## config.mk

```make
export PLATFORM = sky130hd
export DESIGN_NAME = bracket_balance_checker_top_flat
export DESIGN_NICKNAME = d
export VERILOG_FILES = /design/src/sv/bbc_pkg.sv /design/src/sv/bbc_in_if.sv /design/src/sv/bbc_out_if.sv /design/src/sv/bracket_balance_checker_top.sv /design/src/flat_wrapper.sv
export SDC_FILE = /design/constraint.sdc
export NUM_CORES = 1
export LEC_CHECK = 0
export BUFFER_PORTS_ARGS = -buffer_cell sky130_fd_sc_hd__buf_2
export CAP_MARGIN = 20
export CORE_MARGIN = 2
export CORE_UTILIZATION = 55
export DETAILED_ROUTE_END_ITERATION = 8
export PLACE_DENSITY_LB_ADDON = 0.08
export SETUP_SLACK_MARGIN = 0.05
export SYNTH_ARGS = -nofsm -noshare
export SYNTH_HDL_FRONTEND = slang
export SYNTH_SLANG_ARGS = --single-unit
```

## constraint.sdc

```tcl
create_clock -name clk_i -period 9.2 [get_ports clk_i]
set_clock_uncertainty 0.2 [all_clocks]
set_input_delay 0.46 -clock clk_i [delete_from_list [all_inputs] [get_ports clk_i]]
set_output_delay 0.46 -clock clk_i [all_outputs]
set_load 0.005 [all_outputs]
```

## src/sv/bbc_pkg.sv

```systemverilog
`timescale 1ns / 1ps
// ----------------------------------------------------------------------------
// bbc_pkg
// Shared constants, report codes and bracket decoding for the bracket
// balance checker.
// ----------------------------------------------------------------------------
package bbc_pkg;

  // Default number of stack entries.
  localparam int unsigned BBC_STACK_DEPTH = 32;

  // Report codes carried in report_kind.
  localparam logic [2:0] KIND_UNMATCHED = 3'd0;
  localparam logic [2:0] KIND_MISMATCH  = 3'd1;
  localparam logic [2:0] KIND_UNCLOSED  = 3'd2;
  localparam logic [2:0] KIND_OVERFLOW  = 3'd3;
  localparam logic [2:0] KIND_SUMMARY   = 3'd4;

  // Character codes.
  localparam logic [7:0] CHAR_LF       = 8'h0A;
  localparam logic [7:0] CHAR_BRACE_O  = 8'h7B;
  localparam logic [7:0] CHAR_PAREN_O  = 8'h28;
  localparam logic [7:0] CHAR_SQUARE_O = 8'h5B;
  localparam logic [7:0] CHAR_BRACE_C  = 8'h7D;
  localparam logic [7:0] CHAR_PAREN_C  = 8'h29;
  localparam logic [7:0] CHAR_SQUARE_C = 8'h5D;

  // Bracket types as stored on the stack.
  localparam logic [1:0] BR_BRACE  = 2'd0;
  localparam logic [1:0] BR_PAREN  = 2'd1;
  localparam logic [1:0] BR_SQUARE = 2'd2;

  // Decoded view of one text byte.
  typedef struct packed {
    logic       is_open;
    logic       is_close;
    logic [1:0] btype;
  } bracket_t;

  function automatic bracket_t bracket_decode(input logic [7:0] c);
    bracket_t b;
    b = '{is_open: 1'b0, is_close: 1'b0, btype: BR_BRACE};
    case (c)
      CHAR_BRACE_O:  b = '{is_open: 1'b1, is_close: 1'b0, btype: BR_BRACE};
      CHAR_PAREN_O:  b = '{is_open: 1'b1, is_close: 1'b0, btype: BR_PAREN};
      CHAR_SQUARE_O: b = '{is_open: 1'b1, is_close: 1'b0, btype: BR_SQUARE};
      CHAR_BRACE_C:  b = '{is_open: 1'b0, is_close: 1'b1, btype: BR_BRACE};
      CHAR_PAREN_C:  b = '{is_open: 1'b0, is_close: 1'b1, btype: BR_PAREN};
      CHAR_SQUARE_C: b = '{is_open: 1'b0, is_close: 1'b1, btype: BR_SQUARE};
      default:       b = '{is_open: 1'b0, is_close: 1'b0, btype: BR_BRACE};
    endcase
    return b;
  endfunction

  // Opening character for a stored bracket type.
  function automatic logic [7:0] open_char(input logic [1:0] t);
    logic [7:0] c;
    case (t)
      BR_PAREN:  c = CHAR_PAREN_O;
      BR_SQUARE: c = CHAR_SQUARE_O;
      default:   c = CHAR_BRACE_O;
    endcase
    return c;
  endfunction

endpackage

```

## src/sv/bbc_in_if.sv

```systemverilog
`timescale 1ns / 1ps
// ----------------------------------------------------------------------------
// bbc_in_if
// Input channel: one text byte or an end-of-text mark per beat.
// ----------------------------------------------------------------------------
interface bbc_in_if;
  logic       valid;
  logic       ready;
  logic [7:0] char_code;
  logic       end_of_text;

  modport source (output valid, output char_code, output end_of_text, input ready);
  modport sink   (input valid, input char_code, input end_of_text, output ready);
endinterface

```

## src/sv/bbc_out_if.sv

```systemverilog
`timescale 1ns / 1ps
// ----------------------------------------------------------------------------
// bbc_out_if
// Output channel: one report per beat.
// ----------------------------------------------------------------------------
interface bbc_out_if;
  logic        valid;
  logic        ready;
  logic [2:0]  report_kind;
  logic [7:0]  bracket_byte;
  logic [15:0] line_index;
  logic        any_error;
  logic        last_report;

  modport source (output valid, output report_kind, output bracket_byte,
                  output line_index, output any_error, output last_report,
                  input ready);
  modport sink   (input valid, input report_kind, input bracket_byte,
                  input line_index, input any_error, input last_report,
                  output ready);
endinterface

```

## src/sv/bracket_balance_checker_top.sv

```systemverilog
`timescale 1ns / 1ps
// ----------------------------------------------------------------------------
// bracket_balance_checker_top
// Checks bracket nesting over a byte stream with a bounded stack held in a
// synchronous memory, and reports errors, with line numbers bar unclosed ones.
// ----------------------------------------------------------------------------
//  Channel  Direction  Beat contents
//  in_i     sink       char_code, end_of_text
//  out_o    source     report_kind, bracket_byte, line_index, any_error,
//                      last_report
//
//  A plain byte, newline or opening bracket is handled in the idle state;
//  a closing bracket on a non-empty stack reads the stack memory there and
//  is checked against the read data in the check state. End of text with
//  an empty stack gives the summary at once; otherwise the flush state
//  gives one unclosed report per memory read, then the summary follows.
//  Reset clears the count, line and error flag at once; there is no sweep.
//  A report waits in the output register while out_o.ready is low; the
//  next beat is taken as soon as that register frees and the state is idle.
// ----------------------------------------------------------------------------
module bracket_balance_checker_top
  import bbc_pkg::*;
#(
  parameter int unsigned STACK_DEPTH = BBC_STACK_DEPTH
) (
  input  logic       clk_i,
  input  logic       rst_ni,
  bbc_in_if.sink     in_i,
  bbc_out_if.source  out_o
);

  localparam int unsigned CW = $clog2(STACK_DEPTH + 1);
  localparam int unsigned AW = (STACK_DEPTH > 1) ? $clog2(STACK_DEPTH) : 1;

  typedef enum logic [1:0] {
    ST_IDLE,
    ST_CHECK,
    ST_FLUSH,
    ST_SUMMARY
  } state_e;

  // Control and payload registers.
  state_e      state_q, state_d;
  logic [CW-1:0] count_q, count_d;
  logic [15:0] line_q, line_d;
  logic        err_q, err_d;
  logic        any_q, any_d;
  logic [1:0]  cls_type_q, cls_type_d;
  logic [7:0]  cls_byte_q, cls_byte_d;

  logic        out_vld_q, out_vld_d;
  logic [2:0]  kind_q, kind_d;
  logic [7:0]  byte_q, byte_d;
  logic [15:0] lidx_q, lidx_d;
  logic        oany_q, oany_d;
  logic        last_q, last_d;

  // Stack memory ports.
  logic [1:0]  stack_mem [STACK_DEPTH];
  logic        mem_we, mem_re;
  logic [AW-1:0] mem_waddr, mem_raddr;
  logic [1:0]  mem_wdata, rd_q;

  logic        out_free, in_ready, accept, emit;
  logic [CW-1:0] count_dec;
  bracket_t    br;

  assign out_free  = !out_vld_q || out_o.ready;
  assign in_ready  = (state_q == ST_IDLE) && out_free;
  assign accept    = in_i.valid && in_ready;
  assign count_dec = count_q - CW'(1);
  assign br        = bracket_decode(in_i.char_code);

  // Next-state logic for the sequencer and the output register.
  always_comb begin
    state_d    = state_q;
    count_d    = count_q;
    line_d     = line_q;
    err_d      = err_q;
    any_d      = any_q;
    cls_type_d = cls_type_q;
    cls_byte_d = cls_byte_q;
    mem_we     = 1'b0;
    mem_re     = 1'b0;
    mem_waddr  = count_q[AW-1:0];
    mem_raddr  = count_dec[AW-1:0];
    mem_wdata  = br.btype;
    emit       = 1'b0;
    kind_d     = kind_q;
    byte_d     = byte_q;
    lidx_d     = lidx_q;
    oany_d     = oany_q;
    last_d     = last_q;

    unique case (state_q)
      ST_IDLE: begin
        if (accept) begin
          if (in_i.end_of_text) begin
            any_d = err_q || (count_q != '0);
            if (count_q != '0) begin
              mem_re  = 1'b1;
              count_d = count_dec;
              state_d = ST_FLUSH;
            end else begin
              emit   = 1'b1;
              kind_d = KIND_SUMMARY;
              byte_d = '0;
              lidx_d = '0;
              oany_d = err_q;
              last_d = 1'b1;
              line_d = 16'd1;
              err_d  = 1'b0;
            end
          end else if (in_i.char_code == CHAR_LF) begin
            if (line_q != 16'hFFFF) begin
              line_d = line_q + 16'd1;
            end
          end else if (br.is_open) begin
            if (count_q < CW'(STACK_DEPTH)) begin
              mem_we  = 1'b1;
              count_d = count_q + CW'(1);
            end else begin
              emit   = 1'b1;
              kind_d = KIND_OVERFLOW;
              byte_d = in_i.char_code;
              lidx_d = line_q;
              oany_d = 1'b0;
              last_d = 1'b1;
              err_d  = 1'b1;
            end
          end else if (br.is_close) begin
            if (count_q == '0) begin
              emit   = 1'b1;
              kind_d = KIND_UNMATCHED;
              byte_d = in_i.char_code;
              lidx_d = line_q;
              oany_d = 1'b0;
              last_d = 1'b1;
              err_d  = 1'b1;
            end else begin
              mem_re     = 1'b1;
              count_d    = count_dec;
              cls_type_d = br.btype;
              cls_byte_d = in_i.char_code;
              state_d    = ST_CHECK;
            end
          end
        end
      end
      ST_CHECK: begin
        // The popped opener is in the read register now.
        if (rd_q == cls_type_q) begin
          state_d = ST_IDLE;
        end else if (out_free) begin
          emit    = 1'b1;
          kind_d  = KIND_MISMATCH;
          byte_d  = cls_byte_q;
          lidx_d  = line_q;
          oany_d  = 1'b0;
          last_d  = 1'b1;
          err_d   = 1'b1;
          state_d = ST_IDLE;
        end
      end
      ST_FLUSH: begin
        // One unclosed report per entry; fetch the next entry meanwhile.
        if (out_free) begin
          emit   = 1'b1;
          kind_d = KIND_UNCLOSED;
          byte_d = open_char(rd_q);
          lidx_d = '0;
          oany_d = 1'b0;
          last_d = 1'b0;
          if (count_q != '0) begin
            mem_re  = 1'b1;
            count_d = count_dec;
          end else begin
            state_d = ST_SUMMARY;
          end
        end
      end
      ST_SUMMARY: begin
        if (out_free) begin
          emit    = 1'b1;
          kind_d  = KIND_SUMMARY;
          byte_d  = '0;
          lidx_d  = '0;
          oany_d  = any_q;
          last_d  = 1'b1;
          line_d  = 16'd1;
          err_d   = 1'b0;
          count_d = '0;
          state_d = ST_IDLE;
        end
      end
      default: begin
        state_d = ST_IDLE;
      end
    endcase

    if (emit) begin
      out_vld_d = 1'b1;
    end else if (out_o.ready) begin
      out_vld_d = 1'b0;
    end else begin
      out_vld_d = out_vld_q;
    end
  end

  // Sequencer state, count, line, error flag and output valid register.
  always_ff @(posedge clk_i or negedge rst_ni) begin
    if (!rst_ni) begin
      state_q   <= ST_IDLE;
      count_q   <= '0;
      line_q    <= 16'd1;
      err_q     <= 1'b0;
      out_vld_q <= 1'b0;
    end else begin
      state_q   <= state_d;
      count_q   <= count_d;
      line_q    <= line_d;
      err_q     <= err_d;
      out_vld_q <= out_vld_d;
    end
  end

  // Payload registers need no reset.
  always_ff @(posedge clk_i) begin
    any_q      <= any_d;
    cls_type_q <= cls_type_d;
    cls_byte_q <= cls_byte_d;
    kind_q     <= kind_d;
    byte_q     <= byte_d;
    lidx_q     <= lidx_d;
    oany_q     <= oany_d;
    last_q     <= last_d;
  end

  // Stack memory: one write port, one read port with registered data.
  always_ff @(posedge clk_i) begin
    if (mem_we) begin
      stack_mem[mem_waddr] <= mem_wdata;
    end
    if (mem_re) begin
      rd_q <= stack_mem[mem_raddr];
    end
  end

  assign in_i.ready         = in_ready;
  assign out_o.valid        = out_vld_q;
  assign out_o.report_kind  = kind_q;
  assign out_o.bracket_byte = byte_q;
  assign out_o.line_index   = lidx_q;
  assign out_o.any_error    = oany_q;
  assign out_o.last_report  = last_q;

  // The stack count never passes the depth.
  a_count_bound: assert property (@(posedge clk_i) disable iff (!rst_ni)
    count_q <= CW'(STACK_DEPTH))
    else $error("stack count above depth");

  // A new report is only loaded into a free output register.
  a_no_overwrite: assert property (@(posedge clk_i) disable iff (!rst_ni)
    emit |-> out_free)
    else $error("report loaded over a pending one");

  // Memory reads and writes never collide in one cycle.
  a_port_excl: assert property (@(posedge clk_i) disable iff (!rst_ni)
    !(mem_we && mem_re))
    else $error("stack read and write in the same cycle");

  // A summary leaves the checker in its reset state.
  a_summary_clears: assert property (@(posedge clk_i) disable iff (!rst_ni)
    (emit && kind_d == KIND_SUMMARY) |=> (count_q == '0 && line_q == 16'd1 && !err_q))
    else $error("state not cleared after summary");

  // No input beat is taken while the sequencer is out of its idle state.
  a_busy_stall: assert property (@(posedge clk_i) disable iff (!rst_ni)
    (state_q != ST_IDLE) |-> !in_i.ready)
    else $error("input taken while busy");

endmodule

```

## src/flat_wrapper.sv

```systemverilog
// flat-port wrapper written by rule: the top's interface ports become plain ports
module bracket_balance_checker_top_flat import bbc_pkg::*;
#(
  parameter int unsigned STACK_DEPTH = BBC_STACK_DEPTH
)
  (clk_i, rst_ni, in_i_valid, in_i_char_code, in_i_end_of_text, in_i_ready, out_o_valid, out_o_report_kind, out_o_bracket_byte, out_o_line_index, out_o_any_error, out_o_last_report, out_o_ready);
  bbc_in_if in_i_i ();
  bbc_out_if out_o_i ();
  input  logic clk_i;
  input  logic rst_ni;
  input wire logic [$bits(in_i_i.valid)-1:0] in_i_valid;
  input wire logic [$bits(in_i_i.char_code)-1:0] in_i_char_code;
  input wire logic [$bits(in_i_i.end_of_text)-1:0] in_i_end_of_text;
  output wire logic [$bits(in_i_i.ready)-1:0] in_i_ready;
  output wire logic [$bits(out_o_i.valid)-1:0] out_o_valid;
  output wire logic [$bits(out_o_i.report_kind)-1:0] out_o_report_kind;
  output wire logic [$bits(out_o_i.bracket_byte)-1:0] out_o_bracket_byte;
  output wire logic [$bits(out_o_i.line_index)-1:0] out_o_line_index;
  output wire logic [$bits(out_o_i.any_error)-1:0] out_o_any_error;
  output wire logic [$bits(out_o_i.last_report)-1:0] out_o_last_report;
  input wire logic [$bits(out_o_i.ready)-1:0] out_o_ready;
  assign in_i_i.valid = in_i_valid;
  assign in_i_i.char_code = in_i_char_code;
  assign in_i_i.end_of_text = in_i_end_of_text;
  assign in_i_ready = in_i_i.ready;
  assign out_o_valid = out_o_i.valid;
  assign out_o_report_kind = out_o_i.report_kind;
  assign out_o_bracket_byte = out_o_i.bracket_byte;
  assign out_o_line_index = out_o_i.line_index;
  assign out_o_any_error = out_o_i.any_error;
  assign out_o_last_report = out_o_i.last_report;
  assign out_o_i.ready = out_o_ready;
  bracket_balance_checker_top #(.STACK_DEPTH(STACK_DEPTH)) u_core (.clk_i(clk_i), .rst_ni(rst_ni), .in_i(in_i_i), .out_o(out_o_i));
endmodule
```

==> flow_summary.yaml <==
timing:
  setup_viol: 0
  timing.fmax_ghz: 0.3031
  finalCriticalPeriod_ns: 3.299
  rsz0062_at_grt: "false"
  min_period_over_period: 0.3586
  report.final.slew_viol_count: 0
  slew_headroom: 0.4583
  hold_viol: 0
  hold_slack_ns: 0.06474
  setup_tns_ns: 0
  tightest_slew_ns: 0.8052
critical_path:
  cp.arrival_ns: 3.15
  crit_path_end_kind: "register"
  cp.required_ns: 9.05
  r2r_end: "u_core.out_o.line_index[2]$_DFFE_PP_"
  r2r_slack_ns: 5.90
  rr_startpoint: "u_core.count_q[0]$_DFFE_PN0P_"
  worstSetupPathType: "reg2reg"
  worst-path-max-fanout: 25
  reg2reg_depth: 8
  start_kind: "register"
clocking:
  cts_tree: "done"
  clk_pin_slew_ns: 0.06
  cts.sinks: 132
  h-tree-depth: 4
  clk_latency_ns: 0.42
  numCtsBuffers: 17
  cts-root-buf: "clkbuf_16"
  ctsResizeCount: 0
  clk_path_buf_depth: 2
global_routing:
  grt_usage: 0.2254
  grt_pass1_wl_um: 21320
  grt_max_degree: 34
  grt_overflow: 0
  first_global_vias: 4177
  antenna_found_initial: 0
place:
  dp_cells: 667
  dp_hpwl_um: 8888
  gp_congestion: 0.8643
  port_buffers: 43
floorplan:
  initial_core_util: 0.5599
  dieWidth_um: 111.6
  coreArea_um2: 11370
  pin_count: 44
  die-height_um: 111.6
  placementRows: 39
  die-area_um2: 12450
final_layout:
  post-route-util: 0.6406
  stdcell_count: 700
  drive_above_1_share: 0.2172
  antenna_cells: 0
  area_growth_pct: 14.41
  nNetsFinal: 567
route:
  drc: 0
  avgRoutedWirePerCell_um: 18.80
  ant_nets: 0
  via_per_inst: 5.927
  dr.pass1.iters: 7
  drt_iter0_markers: 307
  wirelength_um: 13160
  via_count: 4149
pwr:
  cellInternalPower_mw: 1.542
  max-vdd-ir-drop_uv: 276.9
  p_leak_nw: 2.727
  seqPwrFrac: 0.367
  p_per_area_nw_per_um2: 315.5
  power_frac_clock: 0.292
  sw_frac_of_total: 0.3288
  power_switching_uw: 755.7
  comb_power_share: 0.341
hold_path:
  hold_depth: 1
  min-delay-start: "in_i_char_code[7]"
  hold_path_end: "u_core.cls_byte_q[7]$_DFFE_PP_"
  worstHoldPathType: "in2reg"
logic_synthesis:
  synth.distinct_cells: 71
  synth_edf_count: 106
  synthMostInstantiatedCell: "edfxtp_1"
  synthTopCellsByCount: "edfxtp_1, nor2_1, nand2_1, o21ai_1, dfrtp_1"
  ys.flop_type: "edfxtp_1"
  yosysTopAreaCell: "edfxtp_1"
  yosysWarnings: 0
  syn-num-nets: 525
  synth.avg_cell_area_um2: 12.68
  synthCells: 502
  netlist_top_cells_area: "edfxtp_1, dfrtp_1, mux4_2"
  synth-seq-area-share: 0.6024
  synth_area_um2: 6366
  ys_ff_latch: 132
  ys_async_sr_fraction: 0.1970
  yosys.area.top_type_share: 0.5000
outcome:
  outcome: "complete, no violations"
run:
  cap_viol_max_count: 0
## power by group through the flow
stage	Sequential [mW]	Clock, mW	Combinational, mW
6_report	0.843	0.671	0.784
5_1_grt	0.854	0.706	0.868
4_1_cts	0.843	0.679	0.790
3_5_place_dp	0.854	0	0.785
3_3_place_gp	0.849	0	0.777
2_1_floorplan	0.842	0	0.589
## placed cells by master (no fill, tap or decap), types with 6 or more instances in the layout
cell type,count
edfxtp_1,106
nor2_1,59
nand2_1,44
buf_2,43
o21ai_1,26
dfrtp_1,25
and2_1,20
mux4_2,20
a21oi_1,19
clkbuf_16,17
o21ai_0,11
ha_1,10
inv_1,9
nand2b_1,9
nor3_1,8
and3_1,8
nor2b_1,7
a31oi_1,7
xnor2_1,7
nand3_1,6
## flip-flops by register name (all words and copies together), names as in the netlist, 2 cells and up
| register | count |
|---|---|
| u_core.state_q | 2 |
| u_core.rd_q | 2 |
| u_core.line_q | 16 |
| u_core.out_o.report_kind | 3 |
| u_core.out_o.bracket_byte | 8 |
| u_core.cls_byte_q | 8 |
| u_core.cls_type_q | 2 |
| u_core.stack_mem | 64 |
| u_core.out_o.line_index | 16 |
| u_core.count_q | 6 |
## layer usage
metal | wire length, µm | share of wire | vias up | GRT usage
met3 | 642 | 0.049 | 18 | 0.06696
met4 | 217 | 0.016 | 0 | 0.09136
li1 | - | - | 1969 | -
met5 | 0 | 0 | - | 0
met2 | 6610 | 0.50 | 115 | 0.3695
met1 | 5693 | 0.43 | 2047 | 0.2840
## worst max-delay path: stages (launching register included)
cell      delay (ns)
dfrtp_1         0.35
buf_4           0.25
inv_1           0.18
ha_1            0.30
nand2b_1        0.15
nor2_1          0.40
o21ai_1         0.19
o311ai_4        0.14
and3_1          0.74
## cell families after synthesis
family                   count (synthesis)  synth area share
XOR/XNOR                                 9           0.01238
multiplexers                            24           0.07822
buffers and inverters                   36           0.02673
AO/OA/AOI/OAI                          106            0.1136
adder cells (fa/ha/maj)                 10           0.01965
AND/OR/NAND/NOR                        185            0.1470
flip-flops                             132            0.6024
## layout make-up
class,count,area (µm²)
Clock buffer,18,429.2
Clock inverter,14,160.2
Fill cell,851,4086
Inverter,10,37.54
Multi-Input combinational cell,334,2380
Sequential cell,132,3835
Tap cell,143,178.9
Timing Repair Buffer,49,262.8
## worst max path at each step
stage                                   from                                   end  slack [ns]  cells after the start
2_1_floorplan              in_i_char_code[2]        u_core.cls_type_q[0]$_DFFE_PP_        5.39                      2
3_3_place_gp   u_core.count_q[0]$_DFFE_PN0P_              u_core.rd_q[1]$_DFFE_PP_        5.91                      6
3_5_place_dp   u_core.count_q[0]$_DFFE_PN0P_              u_core.rd_q[1]$_DFFE_PP_        5.86                      6
4_1_cts        u_core.count_q[0]$_DFFE_PN0P_              u_core.rd_q[1]$_DFFE_PP_        5.85                      6
5_1_grt        u_core.count_q[0]$_DFFE_PN0P_  u_core.out_o.line_index[4]$_DFFE_PP_        5.72                      8
6_report       u_core.count_q[0]$_DFFE_PN0P_  u_core.out_o.line_index[2]$_DFFE_PP_        5.90                      8
## stage by stage
step | power (mW) | setup WS (ns) | cell area, µm²
6_report | 2.298 | 5.901 | 7283
5_1_grt | 2.428 | 5.721 | 7283
4_1_cts | 2.313 | 5.846 | 7283
3_5_place_dp | 1.639 | 5.859 | 6684
3_3_place_gp | 1.626 | 5.909 | 6676
2_1_floorplan | 1.431 | 5.391 | 6366
## what timing repair did
| action | in CTS | in global routing |
|---|---|---|
| setup buffers | 0 | 0 |
| hold buffers | 1 | 0 |
| setup endpoints to repair | 0 | 0 |
| endpoints found under the hold margin | 25 | 0 |
Note: power is estimated with default switching activity, not from simulation.
